$ cat src/cdmc_pkg.sv
// Shared types, constants and segment/digit helper functions of the clock display controller.
package cdmc_pkg;

   // Item kinds on the request side.
   typedef enum logic [1:0] {
      CMD_TICK    = 2'd0,
      CMD_KEY_ONE = 2'd1,
      CMD_KEY_TWO = 2'd2,
      CMD_REFRESH = 2'd3
   } cmd_type;

   // What the result asks the clock chip to do.
   typedef enum logic [1:0] {
      WRITE_NONE  = 2'd0,
      WRITE_STORE = 2'd1,
      WRITE_RESET = 2'd2,
      WRITE_SPARE = 2'd3
   } write_kind_type;

   // Configuration register indexes.
   typedef enum logic [2:0] {
      CSR_BLINK_TICKS    = 3'd0,
      CSR_SAMPLE_TICKS   = 3'd1,
      CSR_TIME_PHASE_END = 3'd2,
      CSR_TEMP_PHASE_END = 3'd3,
      CSR_CYCLE_END      = 3'd4
   } csr_index_type;

   localparam int CSR_INDEX_W = 3;
   localparam int CSR_DATA_W  = 10;

   // Menu codes.
   localparam logic [2:0] MENU_ROTATE   = 3'd0;
   localparam logic [2:0] MENU_TIME     = 3'd1;
   localparam logic [2:0] MENU_TEMP     = 3'd2;
   localparam logic [2:0] MENU_LIGHT    = 3'd3;
   localparam logic [2:0] MENU_SET_MIN  = 3'd4;
   localparam logic [2:0] MENU_SET_HOUR = 3'd5;
   localparam logic [2:0] MENU_WRAP     = 3'd6;

   // Reset values of the configuration registers.
   localparam logic [7:0] BLINK_TICKS_RESET    = 8'd30;
   localparam logic [7:0] SAMPLE_TICKS_RESET   = 8'd20;
   localparam logic [9:0] TIME_PHASE_END_RESET = 10'd300;
   localparam logic [9:0] TEMP_PHASE_END_RESET = 10'd500;
   localparam logic [9:0] CYCLE_END_RESET      = 10'd700;

   localparam logic [13:0] TEMP_MAX   = 14'd9999;
   localparam logic [7:0]  MINUTE_TOP = 8'h59;
   localparam logic [8:0]  HOUR_LIMIT = 9'h024;
   localparam logic [3:0]  BLANK_CODE   = 4'd10;
   localparam logic [3:0]  CELSIUS_CODE = 4'd11;
   localparam logic [7:0]  SEG_OFF      = 8'hFF;

   // Reciprocal multipliers for the constant divisions, exact over the input ranges.
   localparam logic [27:0] RECIP_1000 = 28'd8389;
   localparam int          SHIFT_1000 = 23;
   localparam logic [27:0] RECIP_100  = 28'd10486;
   localparam int          SHIFT_100  = 20;
   localparam logic [27:0] RECIP_10   = 28'd6554;
   localparam int          SHIFT_10   = 16;
   localparam logic [20:0] RECIP_50   = 21'd1311;
   localparam int          SHIFT_50   = 16;
   localparam logic [6:0]  DWELL_MUL  = 7'd5;

   typedef struct packed {
      logic [7:0] blink_ticks;
      logic [7:0] sample_ticks;
      logic [9:0] time_phase_end;
      logic [9:0] temp_phase_end;
      logic [9:0] cycle_end;
   } cfg_type;

   // Controller state as the display formatter sees it.
   typedef struct packed {
      logic [2:0] menu_mode;
      logic       blink_on;
      logic       show_temp;
      logic       show_light;
      logic [7:0] held_hour;
      logic [7:0] held_minute;
   } view_type;

   typedef struct packed {
      logic [3:0] thousands;
      logic [3:0] hundreds;
      logic [3:0] tens;
      logic [3:0] units;
   } digits_type;

   typedef struct packed {
      logic [7:0] seg3;
      logic [7:0] seg2;
      logic [7:0] seg1;
      logic [7:0] seg0;
   } segs_type;

   function automatic logic [7:0] seg_up_plain(input logic [3:0] code);
      logic [7:0] s;
      unique case (code)
         4'd0:    s = 8'hC0;
         4'd1:    s = 8'hF9;
         4'd2:    s = 8'hA4;
         4'd3:    s = 8'hB0;
         4'd4:    s = 8'h99;
         4'd5:    s = 8'h92;
         4'd6:    s = 8'h82;
         4'd7:    s = 8'hF8;
         4'd8:    s = 8'h80;
         4'd9:    s = 8'h90;
         4'd11:   s = 8'hC6;
         default: s = SEG_OFF;
      endcase
      return s;
   endfunction

   function automatic logic [7:0] seg_up_point(input logic [3:0] code);
      logic [7:0] s;
      unique case (code)
         4'd0:    s = 8'h40;
         4'd1:    s = 8'h79;
         4'd2:    s = 8'h24;
         4'd3:    s = 8'h30;
         4'd4:    s = 8'h19;
         4'd5:    s = 8'h12;
         4'd6:    s = 8'h02;
         4'd7:    s = 8'h78;
         4'd8:    s = 8'h00;
         4'd9:    s = 8'h10;
         default: s = SEG_OFF;
      endcase
      return s;
   endfunction

   function automatic logic [7:0] seg_dn_point(input logic [3:0] code);
      logic [7:0] s;
      unique case (code)
         4'd0:    s = 8'h40;
         4'd1:    s = 8'h4F;
         4'd2:    s = 8'h24;
         4'd3:    s = 8'h06;
         4'd4:    s = 8'h0B;
         4'd5:    s = 8'h12;
         4'd6:    s = 8'h10;
         4'd7:    s = 8'h47;
         4'd8:    s = 8'h00;
         4'd9:    s = 8'h02;
         default: s = SEG_OFF;
      endcase
      return s;
   endfunction

   function automatic logic [7:0] seg_dn_plain(input logic [3:0] code);
      logic [7:0] s;
      unique case (code)
         4'd0:    s = 8'hC0;
         4'd1:    s = 8'hCF;
         4'd2:    s = 8'hA4;
         4'd3:    s = 8'h86;
         4'd4:    s = 8'h8B;
         4'd5:    s = 8'h92;
         4'd6:    s = 8'h90;
         4'd7:    s = 8'hC7;
         4'd8:    s = 8'h80;
         4'd9:    s = 8'h82;
         default: s = SEG_OFF;
      endcase
      return s;
   endfunction

   // Splits a value of at most 9999 into its four decimal digits.
   function automatic digits_type split_decimal(input logic [13:0] v);
      logic [27:0] p1000;
      logic [27:0] p100;
      logic [27:0] p10;
      logic [3:0]  q1000;
      logic [6:0]  q100;
      logic [9:0]  q10;
      digits_type  d;
      p1000 = 28'(v) * RECIP_1000;
      p100  = 28'(v) * RECIP_100;
      p10   = 28'(v) * RECIP_10;
      q1000 = p1000[SHIFT_1000 +: 4];
      q100  = p100[SHIFT_100 +: 7];
      q10   = p10[SHIFT_10 +: 10];
      d.thousands = q1000;
      d.hundreds  = 4'(q100 - 7'(q1000) * 7'd10);
      d.tens      = 4'(q10 - 10'(q100) * 10'd10);
      d.units     = 4'(v - 14'(q10) * 14'd10);
      return d;
   endfunction

   // True when a refresh in this state shows the live time.
   function automatic logic time_shown(input view_type vw);
      return (vw.menu_mode == MENU_TIME) ||
             (vw.menu_mode == MENU_ROTATE && !vw.show_temp && !vw.show_light);
   endfunction

endpackage

$ cat src/clock_display_mode_controller_top.sv
// An accepted request item goes through the input register, then the result register, to rsp.
// Throughput: one item per cycle while rsp_tready is high; the input and result registers hold items
// while the rsp side stalls, and the controller state advances as an item enters the result register.
// Reset (synchronous, active high) empties both registers, clears menu, counters and held time
// to zero and loads the configuration registers with their default values.
module clock_display_mode_controller_top (
   input  logic                             clock,
   input  logic                             reset,
   input  logic                             req_tvalid,
   output logic                             req_tready,
   // rtc_hour[7:0], rtc_minute[15:8], rtc_second[23:16], temperature[37:24], luminance[47:38]
   input  logic [47:0]                      req_tdata,
   // cmd[1:0]
   input  logic [1:0]                       req_tuser,
   output logic                             rsp_tvalid,
   input  logic                             rsp_tready,
   // seg_digit0[7:0], seg_digit1[15:8], seg_digit2[23:16], seg_digit3[31:24], dwell[38:32],
   // sample_request[39], write_hour[47:40], write_minute[55:48], write_second[63:56]
   output logic [63:0]                      rsp_tdata,
   // write_kind[1:0]
   output logic [1:0]                       rsp_tuser,
   input  logic                             csr_valid,
   output logic                             csr_ready,
   input  logic [cdmc_pkg::CSR_INDEX_W-1:0] csr_index,
   input  logic [cdmc_pkg::CSR_DATA_W-1:0]  csr_data
);

   logic               req_valid_ff, req_valid_in;
   logic [47:0]        req_data_ff;
   logic [1:0]         req_cmd_ff;
   logic               rsp_valid_ff, rsp_valid_in;
   logic [63:0]        rsp_data_ff;
   logic [1:0]         rsp_user_ff;
   logic               out_free;
   logic               step;
   logic               req_take;
   cdmc_pkg::cfg_type  cfg;
   cdmc_pkg::view_type view;
   cdmc_pkg::segs_type segs;
   logic [6:0]         dwell;
   logic               sample_request;
   logic [1:0]         write_kind;
   logic [7:0]         write_hour;
   logic [7:0]         write_minute;
   logic [7:0]         write_second;

   assign out_free     = !rsp_valid_ff || rsp_tready;
   assign step         = req_valid_ff && out_free;
   assign req_tready   = !req_valid_ff || out_free;
   assign req_take     = req_tvalid && req_tready;
   assign req_valid_in = req_take || (req_valid_ff && !step);
   assign rsp_valid_in = step || (rsp_valid_ff && !rsp_tready);

   assign rsp_tvalid = rsp_valid_ff;
   assign rsp_tdata  = rsp_data_ff;
   assign rsp_tuser  = rsp_user_ff;

   cdmc_csr u_csr (
      .clock     (clock),
      .reset     (reset),
      .csr_valid (csr_valid),
      .csr_ready (csr_ready),
      .csr_index (csr_index),
      .csr_data  (csr_data),
      .cfg       (cfg)
   );

   cdmc_ctrl u_ctrl (
      .clock          (clock),
      .reset          (reset),
      .step           (step),
      .cmd            (req_cmd_ff),
      .rtc_hour       (req_data_ff[7:0]),
      .rtc_minute     (req_data_ff[15:8]),
      .rtc_second     (req_data_ff[23:16]),
      .cfg            (cfg),
      .view           (view),
      .sample_request (sample_request),
      .write_kind     (write_kind),
      .write_hour     (write_hour),
      .write_minute   (write_minute),
      .write_second   (write_second)
   );

   cdmc_render u_render (
      .cmd         (req_cmd_ff),
      .rtc_hour    (req_data_ff[7:0]),
      .rtc_minute  (req_data_ff[15:8]),
      .temperature (req_data_ff[37:24]),
      .luminance   (req_data_ff[47:38]),
      .view        (view),
      .segs        (segs),
      .dwell       (dwell)
   );

   always_ff @(posedge clock) begin
      if (reset) begin
         req_valid_ff <= 1'b0;
         rsp_valid_ff <= 1'b0;
      end else begin
         req_valid_ff <= req_valid_in;
         rsp_valid_ff <= rsp_valid_in;
      end
   end

   always_ff @(posedge clock) begin
      if (req_take) begin
         req_data_ff <= req_tdata;
         req_cmd_ff  <= req_tuser;
      end
      if (step) begin
         rsp_data_ff <= {write_second, write_minute, write_hour, sample_request, dwell,
                         segs.seg3, segs.seg2, segs.seg1, segs.seg0};
         rsp_user_ff <= write_kind;
      end
   end

endmodule

$ cat src/cdmc_csr.sv
// Configuration register file of the clock display controller.
module cdmc_csr (
   input  logic                             clock,
   input  logic                             reset,
   input  logic                             csr_valid,
   output logic                             csr_ready,
   input  logic [cdmc_pkg::CSR_INDEX_W-1:0] csr_index,
   input  logic [cdmc_pkg::CSR_DATA_W-1:0]  csr_data,
   output cdmc_pkg::cfg_type                cfg
);

   cdmc_pkg::cfg_type cfg_ff;
   cdmc_pkg::cfg_type cfg_in;

   assign csr_ready = 1'b1;
   assign cfg       = cfg_ff;

   always_comb begin
      cfg_in = cfg_ff;
      if (csr_valid) begin
         unique case (csr_index)
            cdmc_pkg::CSR_BLINK_TICKS:    cfg_in.blink_ticks    = csr_data[7:0];
            cdmc_pkg::CSR_SAMPLE_TICKS:   cfg_in.sample_ticks   = csr_data[7:0];
            cdmc_pkg::CSR_TIME_PHASE_END: cfg_in.time_phase_end = csr_data;
            cdmc_pkg::CSR_TEMP_PHASE_END: cfg_in.temp_phase_end = csr_data;
            cdmc_pkg::CSR_CYCLE_END:      cfg_in.cycle_end      = csr_data;
            default:                      cfg_in = cfg_ff;
         endcase
      end
   end

   always_ff @(posedge clock) begin
      if (reset) begin
         cfg_ff.blink_ticks    <= cdmc_pkg::BLINK_TICKS_RESET;
         cfg_ff.sample_ticks   <= cdmc_pkg::SAMPLE_TICKS_RESET;
         cfg_ff.time_phase_end <= cdmc_pkg::TIME_PHASE_END_RESET;
         cfg_ff.temp_phase_end <= cdmc_pkg::TEMP_PHASE_END_RESET;
         cfg_ff.cycle_end      <= cdmc_pkg::CYCLE_END_RESET;
      end else begin
         cfg_ff <= cfg_in;
      end
   end

endmodule

$ cat src/cdmc_ctrl.sv
// Controller state: counters, menu, held time, and the tick and key results.
module cdmc_ctrl (
   input  logic                 clock,
   input  logic                 reset,
   input  logic                 step,
   input  logic [1:0]           cmd,
   input  logic [7:0]           rtc_hour,
   input  logic [7:0]           rtc_minute,
   input  logic [7:0]           rtc_second,
   input  cdmc_pkg::cfg_type    cfg,
   output cdmc_pkg::view_type   view,
   output logic                 sample_request,
   output logic [1:0]           write_kind,
   output logic [7:0]           write_hour,
   output logic [7:0]           write_minute,
   output logic [7:0]           write_second
);

   logic [2:0] menu_mode_ff, menu_mode_in;
   logic       blink_on_ff, blink_on_in;
   logic [7:0] blink_count_ff, blink_count_in;
   logic [7:0] sample_count_ff, sample_count_in;
   logic [9:0] rotation_count_ff, rotation_count_in;
   logic       show_temp_ff, show_temp_in;
   logic       show_light_ff, show_light_in;
   logic [7:0] held_hour_ff, held_hour_in;
   logic [7:0] held_minute_ff, held_minute_in;
   logic [7:0] held_second_ff, held_second_in;
   logic [7:0] minute_step;
   logic [8:0] hour_step;
   logic [2:0] menu_next;

   assign view.menu_mode   = menu_mode_ff;
   assign view.blink_on    = blink_on_ff;
   assign view.show_temp   = show_temp_ff;
   assign view.show_light  = show_light_ff;
   assign view.held_hour   = held_hour_ff;
   assign view.held_minute = held_minute_ff;

   // BCD steps of the held minute and hour.
   always_comb begin
      minute_step = (held_minute_ff >= cdmc_pkg::MINUTE_TOP) ? 8'd0 : held_minute_ff + 8'd1;
      if (minute_step[3:0] >= 4'd10) begin
         minute_step = {minute_step[7:4], 4'd0} + 8'h10;
      end
      hour_step = 9'(held_hour_ff) + 9'd1;
      if (hour_step[3:0] >= 4'd10) begin
         hour_step = {1'b0, hour_step[7:4], 4'd0} + 9'h010;
      end
      if (hour_step >= cdmc_pkg::HOUR_LIMIT) begin
         hour_step = 9'd0;
      end
   end

   assign menu_next = menu_mode_ff + 3'd1;

   always_comb begin
      menu_mode_in      = menu_mode_ff;
      blink_on_in       = blink_on_ff;
      blink_count_in    = blink_count_ff;
      sample_count_in   = sample_count_ff;
      rotation_count_in = rotation_count_ff;
      show_temp_in      = show_temp_ff;
      show_light_in     = show_light_ff;
      held_hour_in      = held_hour_ff;
      held_minute_in    = held_minute_ff;
      held_second_in    = held_second_ff;
      sample_request    = 1'b0;
      write_kind        = cdmc_pkg::WRITE_NONE;
      write_hour        = 8'd0;
      write_minute      = 8'd0;
      write_second      = 8'd0;
      unique case (cmd)
         cdmc_pkg::CMD_TICK: begin
            blink_count_in    = blink_count_ff + 8'd1;
            sample_count_in   = sample_count_ff + 8'd1;
            rotation_count_in = rotation_count_ff + 10'd1;
            if (sample_count_in > cfg.sample_ticks) begin
               sample_count_in = 8'd0;
               sample_request  = 1'b1;
            end
            if (blink_count_in == cfg.blink_ticks) begin
               blink_count_in = 8'd0;
               blink_on_in    = !blink_on_ff;
            end
            // Later phases win where the bounds overlap; a count on a bound keeps the flags.
            if (rotation_count_in > 10'd0 && rotation_count_in < cfg.time_phase_end) begin
               show_temp_in  = 1'b0;
               show_light_in = 1'b0;
            end
            if (rotation_count_in > cfg.time_phase_end &&
                rotation_count_in < cfg.temp_phase_end) begin
               show_temp_in  = 1'b1;
               show_light_in = 1'b0;
            end
            if (rotation_count_in > cfg.temp_phase_end && rotation_count_in < cfg.cycle_end) begin
               show_temp_in  = 1'b0;
               show_light_in = 1'b1;
            end
            if (rotation_count_in > cfg.cycle_end) begin
               rotation_count_in = 10'd0;
            end
         end
         cdmc_pkg::CMD_KEY_ONE: begin
            menu_mode_in = menu_next;
            if (menu_next == cdmc_pkg::MENU_WRAP || menu_next == cdmc_pkg::MENU_ROTATE) begin
               menu_mode_in = cdmc_pkg::MENU_ROTATE;
               write_kind   = cdmc_pkg::WRITE_STORE;
               write_hour   = held_hour_ff;
               write_minute = held_minute_ff;
               write_second = held_second_ff;
            end
         end
         cdmc_pkg::CMD_KEY_TWO: begin
            if (menu_mode_ff == cdmc_pkg::MENU_ROTATE || menu_mode_ff == cdmc_pkg::MENU_TIME) begin
               write_kind = cdmc_pkg::WRITE_RESET;
            end else if (menu_mode_ff == cdmc_pkg::MENU_SET_MIN) begin
               held_minute_in = minute_step;
               held_second_in = 8'd0;
            end else if (menu_mode_ff == cdmc_pkg::MENU_SET_HOUR) begin
               held_hour_in   = hour_step[7:0];
               held_second_in = 8'd0;
            end
         end
         cdmc_pkg::CMD_REFRESH: begin
            if (cdmc_pkg::time_shown(view)) begin
               held_hour_in   = rtc_hour;
               held_minute_in = rtc_minute;
               held_second_in = rtc_second;
            end
         end
         default: begin
            menu_mode_in = menu_mode_ff;
         end
      endcase
   end

   always_ff @(posedge clock) begin
      if (reset) begin
         menu_mode_ff      <= cdmc_pkg::MENU_ROTATE;
         blink_on_ff       <= 1'b0;
         blink_count_ff    <= 8'd0;
         sample_count_ff   <= 8'd0;
         rotation_count_ff <= 10'd0;
         show_temp_ff      <= 1'b0;
         show_light_ff     <= 1'b0;
         held_hour_ff      <= 8'd0;
         held_minute_ff    <= 8'd0;
         held_second_ff    <= 8'd0;
      end else if (step) begin
         menu_mode_ff      <= menu_mode_in;
         blink_on_ff       <= blink_on_in;
         blink_count_ff    <= blink_count_in;
         sample_count_ff   <= sample_count_in;
         rotation_count_ff <= rotation_count_in;
         show_temp_ff      <= show_temp_in;
         show_light_ff     <= show_light_in;
         held_hour_ff      <= held_hour_in;
         held_minute_ff    <= held_minute_in;
         held_second_ff    <= held_second_in;
      end
   end

endmodule

$ cat src/cdmc_render.sv
// Display formatter: segment bytes and dwell for a refresh item.
module cdmc_render (
   input  logic [1:0]          cmd,
   input  logic [7:0]          rtc_hour,
   input  logic [7:0]          rtc_minute,
   input  logic [13:0]         temperature,
   input  logic [9:0]          luminance,
   input  cdmc_pkg::view_type  view,
   output cdmc_pkg::segs_type  segs,
   output logic [6:0]          dwell
);

   logic [13:0]          temp_sat;
   cdmc_pkg::digits_type temp_dig;
   cdmc_pkg::digits_type lum_dig;
   cdmc_pkg::segs_type   temp_segs;
   cdmc_pkg::segs_type   lum_segs;
   cdmc_pkg::segs_type   time_segs;
   logic [3:0]           t0, t1, t2, t3;
   logic [20:0]          lum_prod;
   logic [4:0]           lum_q50;
   logic                 live_time;

   assign temp_sat = (temperature > cdmc_pkg::TEMP_MAX) ? cdmc_pkg::TEMP_MAX : temperature;
   assign temp_dig = cdmc_pkg::split_decimal(temp_sat);
   assign lum_dig  = cdmc_pkg::split_decimal(14'(luminance));

   always_comb begin
      if (temp_sat >= 14'd10) begin
         temp_segs.seg0 = cdmc_pkg::seg_up_plain(temp_dig.thousands);
         temp_segs.seg1 = cdmc_pkg::seg_up_point(temp_dig.hundreds);
         temp_segs.seg2 = cdmc_pkg::seg_dn_plain(temp_dig.tens);
      end else begin
         temp_segs.seg0 = cdmc_pkg::seg_up_plain(4'd0);
         temp_segs.seg1 = cdmc_pkg::seg_up_point(4'd0);
         temp_segs.seg2 = cdmc_pkg::seg_dn_plain(temp_dig.units);
      end
      temp_segs.seg3 = cdmc_pkg::seg_up_plain(cdmc_pkg::CELSIUS_CODE);
   end

   always_comb begin
      lum_segs.seg0 = cdmc_pkg::seg_up_plain(lum_dig.thousands);
      lum_segs.seg1 = cdmc_pkg::seg_up_plain(lum_dig.hundreds);
      lum_segs.seg2 = cdmc_pkg::seg_dn_plain(lum_dig.tens);
      lum_segs.seg3 = cdmc_pkg::seg_up_point(lum_dig.units);
   end

   // The live time is shown from the clock chip inputs; the setting menus show the held time.
   assign live_time = cdmc_pkg::time_shown(view);

   always_comb begin
      if (live_time) begin
         t0 = rtc_hour[7:4];
         t1 = rtc_hour[3:0];
         t2 = rtc_minute[7:4];
         t3 = rtc_minute[3:0];
      end else begin
         t0 = view.held_hour[7:4];
         t1 = view.held_hour[3:0];
         t2 = view.held_minute[7:4];
         t3 = view.held_minute[3:0];
         if (!view.blink_on && view.menu_mode == cdmc_pkg::MENU_SET_MIN) begin
            t2 = cdmc_pkg::BLANK_CODE;
            t3 = cdmc_pkg::BLANK_CODE;
         end
         if (!view.blink_on && view.menu_mode == cdmc_pkg::MENU_SET_HOUR) begin
            t0 = cdmc_pkg::BLANK_CODE;
            t1 = cdmc_pkg::BLANK_CODE;
         end
      end
      time_segs.seg0 = cdmc_pkg::seg_up_plain(t0);
      time_segs.seg1 = view.blink_on ? cdmc_pkg::seg_up_point(t1) : cdmc_pkg::seg_up_plain(t1);
      time_segs.seg2 = view.blink_on ? cdmc_pkg::seg_dn_point(t2) : cdmc_pkg::seg_dn_plain(t2);
      time_segs.seg3 = cdmc_pkg::seg_up_plain(t3);
   end

   assign lum_prod = 21'(luminance) * cdmc_pkg::RECIP_50;
   assign lum_q50  = lum_prod[cdmc_pkg::SHIFT_50 +: 5];

   always_comb begin
      segs  = {4{cdmc_pkg::SEG_OFF}};
      dwell = 7'd0;
      if (cmd == cdmc_pkg::CMD_REFRESH) begin
         dwell = 7'(lum_q50) * cdmc_pkg::DWELL_MUL;
         unique case (view.menu_mode)
            cdmc_pkg::MENU_ROTATE: begin
               if (view.show_temp) begin
                  segs = temp_segs;
               end else if (view.show_light) begin
                  segs = lum_segs;
               end else begin
                  segs = time_segs;
               end
            end
            cdmc_pkg::MENU_TIME:     segs = time_segs;
            cdmc_pkg::MENU_TEMP:     segs = temp_segs;
            cdmc_pkg::MENU_LIGHT:    segs = lum_segs;
            cdmc_pkg::MENU_SET_MIN:  segs = time_segs;
            cdmc_pkg::MENU_SET_HOUR: segs = time_segs;
            default:                 segs = {4{cdmc_pkg::SEG_OFF}};
         endcase
      end
   end

endmodule

$ cat config.mk
export PLATFORM = sky130hd
export DESIGN_NAME = clock_display_mode_controller_top
export DESIGN_NICKNAME = d
export VERILOG_FILES = /design/src/cdmc_pkg.sv /design/src/clock_display_mode_controller_top.sv /design/src/cdmc_csr.sv /design/src/cdmc_ctrl.sv /design/src/cdmc_render.sv
export SDC_FILE = /design/constraint.sdc
export NUM_CORES = 1
export LEC_CHECK = 0
export BUFFER_PORTS_ARGS = -buffer_cell sky130_fd_sc_hd__buf_2
export CORE_MARGIN = 1
export CORE_UTILIZATION = 55
export DETAILED_ROUTE_END_ITERATION = 16
export PLACE_DENSITY = 0.72
export SETUP_SLACK_MARGIN = 0.5
export SLEW_MARGIN = 20
export SYNTH_ARGS = -nofsm -noshare
export SYNTH_HDL_FRONTEND = slang
export SYNTH_HIERARCHICAL = 1
export SYNTH_SLANG_ARGS = --single-unit
$ cat constraint.sdc
create_clock -name clock -period 10.4 [get_ports clock]
set_input_delay 1.04 -clock clock [delete_from_list [all_inputs] [get_ports clock]]
set_output_delay 1.04 -clock clock [all_outputs]
set_load 0.05 [all_outputs]
==> impl_metrics.env <==
export IMPL_period_needed_ns=9.30
export IMPL_synth_edff_count=116
export IMPL_cts_root_buf="clkbuf_16"
export IMPL_crit_path_end_kind="register"
export IMPL_grt_util_met2_pct=48.7
export IMPL_antenna_cells=0
export IMPL_final_nets=3862
export IMPL_cts_reportedPaths_clkPinSlew_ns=0.07
export IMPL_path_depth=34
export IMPL_cts_hold_buffers=0
export IMPL_synthFlopType="edfxtp_1"
export IMPL_drt_wl_total_um=72000
export IMPL_final_common_cell="inv_1"
export IMPL_min_from="u_ctrl/held_second_ff[7]"
export IMPL_yosys_warnings=6
export IMPL_hold_viol=0
export IMPL_crit_slowest_cell="fa_1"
export IMPL_clk_latency_ns=0.56
export IMPL_top_usage_layer="met2"
export IMPL_ys_ff_latch=220
export IMPL_vias=21700
export IMPL_cts_sinks=220
export IMPL_die_area_um2=50900
export IMPL_tightest_slew_ns=1.03
export IMPL_drc_errors=0
export IMPL_syn2layout_area_growth_pct=7.49
export IMPL_setup_viol=0
export IMPL_rsz0062_at_grt="no"
export IMPL_p_per_area_nw_per_um2=307
export IMPL_grt_pass1_vias=22100
export IMPL_place_hpwl_um=58400
export IMPL_wl_per_cell_um=19.1
export IMPL_required_ns=10.72
export IMPL_grt_pass1_wl_um=115000
export IMPL_max_freq_ghz=0.108
export IMPL_path_class="register to register"
export IMPL_r2r_slack_ns=1.10
export IMPL_critPathLaunchType="register"
export IMPL_crit_path_end="rsp_tdata[19]"
export IMPL_cap_violations=0
export IMPL_cpMostUsedCell="inv_1"
export IMPL_fin_worst_skew_ns=0.0456
export IMPL_timing_rr_start="req_data_ff[37]"
export IMPL_ys_seq_area_share_pct=20.2
export IMPL_final_cell_mix="inv_1 (520), ha_1 (503), fa_1 (208)"
export IMPL_cts_tree="yes"
export IMPL_fp_dieW_um=226
export IMPL_worstRegToRegCells=34
export IMPL_synthArstFlopShare_pct=0
export IMPL_numCtsBuffers=25
export IMPL_timing_critical_path_from="req_data_ff[37]"
export IMPL_clockBufferDepth=3
export IMPL_hold_path_class="register to register"
export IMPL_outcome="completed"
export IMPL_start_util_pct=55.9
export IMPL_place_inst=3720
export IMPL_synth_top_area_share_pct=22.9
export IMPL_die_h_um=226
export IMPL_grtUsageTotal_pct=28.7
export IMPL_max_slew_margin_pct=31.1
export IMPL_cp_top_family="adder cells"
export IMPL_syn_area_um2=27500
export IMPL_timing_rr_end="rsp_tdata[19]"
export IMPL_pre_cts_ws_ns=0.882
export IMPL_antenna_found_initial=0
export IMPL_synthCells=2992
export IMPL_avgSynthCellArea_um2=9.19
export IMPL_overflow=0
export IMPL_drt_iter0_markers=1530
export IMPL_finalHoldWorstSlack_ns=0.451
export IMPL_core_um2=49200
export IMPL_grt_max_degree=75
export IMPL_drive_above_1_share_pct=7.77
export IMPL_met3_usage_pct=2.93
export IMPL_synth_top_cells_by_area="ha_1 (23%), fa_1 (15%), edfxtp_1 (13%), dfxtp_1 (7.6%), inv_1 (7.1%)"
export IMPL_fin_crit_sh_pct=89.4
export IMPL_slew_viol_final=0
export IMPL_cp_slowest_stage_delay_ns=0.53
export IMPL_worst_slack_ns=1.10
export IMPL_cp_data_arrival_time_ns=9.62
export IMPL_p_leak_nw=14.7
export IMPL_htreeDepth=1
export IMPL_finalSetupTns_ns=0
export IMPL_yosys_area_top_type="ha_1"
export IMPL_peakVddDrop_mv=0.474
export IMPL_drtAntennaViolNets=0
export IMPL_io_pins=137
export IMPL_postCtsSetupRepairBufs=0
export IMPL_yosysUniqueCellTypes=111
export IMPL_place_congestion=0.992
export IMPL_fin_cells=3765
export IMPL_synth_net_count=3771
export IMPL_cp_max_fo=17
export IMPL_routed_via_density=5.76
export IMPL_cts_resized=0
export IMPL_met1_usage_pct=38.7
export IMPL_rows=81
export IMPL_io_buffer_count=135
export IMPL_worst_path_buf_inv=7
export IMPL_drtPass1Iterations=6
==> worst min path at each step <==
stage / slack [ns] / end / depth (start not counted)
after global routing: 0.46 / u_ctrl/held_second_ff[7] / 2
after global placement: 0.44 / u_ctrl/held_second_ff[5] / 2
after floorplan: 0.43 / u_ctrl/held_second_ff[0] / 2
after CTS: 0.45 / u_ctrl/held_second_ff[7] / 2
final: 0.45 / u_ctrl/held_second_ff[7] / 2
after detailed placement: 0.44 / u_ctrl/held_second_ff[7] / 2
==> power by group <==
group / internal, W / leakage, nW / total [W] / switching [W]
logic: 0.00286 / 12.4 / 0.00721 / 0.00434
clock network: 0.000487 / 0.384 / 0.000859 / 0.000372
registers: 0.000957 / 1.90 / 0.000993 / 0.0000359
==> per-layer routing <==
| metal | part of all wire (%) | vias to the layer above |
|---|---|---|
| met4 | 2.6 | 0 |
| li1 | - | 10400 |
| met2 | 47 | 628 |
| met3 | 5.4 | 105 |
| met5 | 0 | - |
| met1 | 45 | 10600 |
==> cell families (layout without fill, tap and decap cells) <==
family,Yosys count,count (layout),share of synthesized area (%)
DFF,220,220,20.2
and+or+nand+nor,713,713,13.2
xor gates and xnor gates,119,119,4.30
AOI/OAI and AO/OA,540,540,12.9
other,2,2,0.0273
buffers and inverters,614,723,8.64
adders and majority gates,712,712,38.1
muxes,72,72,2.63
==> synthesized netlist by cell type, types with 18 or more instances <==
| cell | instances |
|---|---|
| and3_1 | 53 |
| xnor2_1 | 78 |
| mux2i_1 | 70 |
| dfxtp_1 | 104 |
| inv_1 | 520 |
| a211oi_1 | 18 |
| a21oi_1 | 158 |
| o21ai_0 | 112 |
| xor2_1 | 31 |
| nor3_1 | 42 |
| a21o_1 | 33 |
| clkbuf_1 | 66 |
| edfxtp_1 | 116 |
| nor2_1 | 168 |
| nor2b_1 | 18 |
| ha_1 | 503 |
| nand2_1 | 192 |
| fa_1 | 208 |
| nand2b_1 | 53 |
| nand3_1 | 67 |
==> tightest hold or removal path, delay by kind of cell, from the launching register on <==
| kind | cells | cell delay [ns] |
|---|---|---|
| simple gates | 1 | 0.05 |
| flops | 1 | 0.31 |
| compound gates | 1 | 0.05 |
==> state kept, by name (all words and copies together) (netlist names), 2 cells and up <==
name and count:
u_ctrl/held_minute_ff 8, rsp_tuser 2, u_ctrl/held_second_ff 8, u_ctrl/held_hour_ff 8
u_csr/cfg 46, req_data_ff 48, u_ctrl/menu_mode_ff 3, u_ctrl/rotation_count_ff 10
u_ctrl/sample_count_ff 8, u_ctrl/blink_count_ff 8, rsp_tdata 64, req_cmd_ff 2
==> area by class of cell <==
cell class / count / area [um^2]
multi-input combinational: 2158 / 19600
sequential: 220 / 5570
fill: 4265 / 19600
tap: 664 / 831
clock buffer: 35 / 683
timing repair buffer: 156 / 836
inverter: 522 / 1960
clock inverter: 10 / 97.6
==> stage by stage <==
step	area, um^2	power [W]	util (%)
5_1_grt	29500	0.0101	60.1
6_report	29500	0.00906	60.1
3_3_place_gp	28700	0.00788	58.5
2_1_floorplan	27500	0.00663	-
3_5_place_dp	28700	0.00811	58.5
4_1_cts	29500	0.00904	60.1
Note: power is estimated with default switching activity, not from simulation.
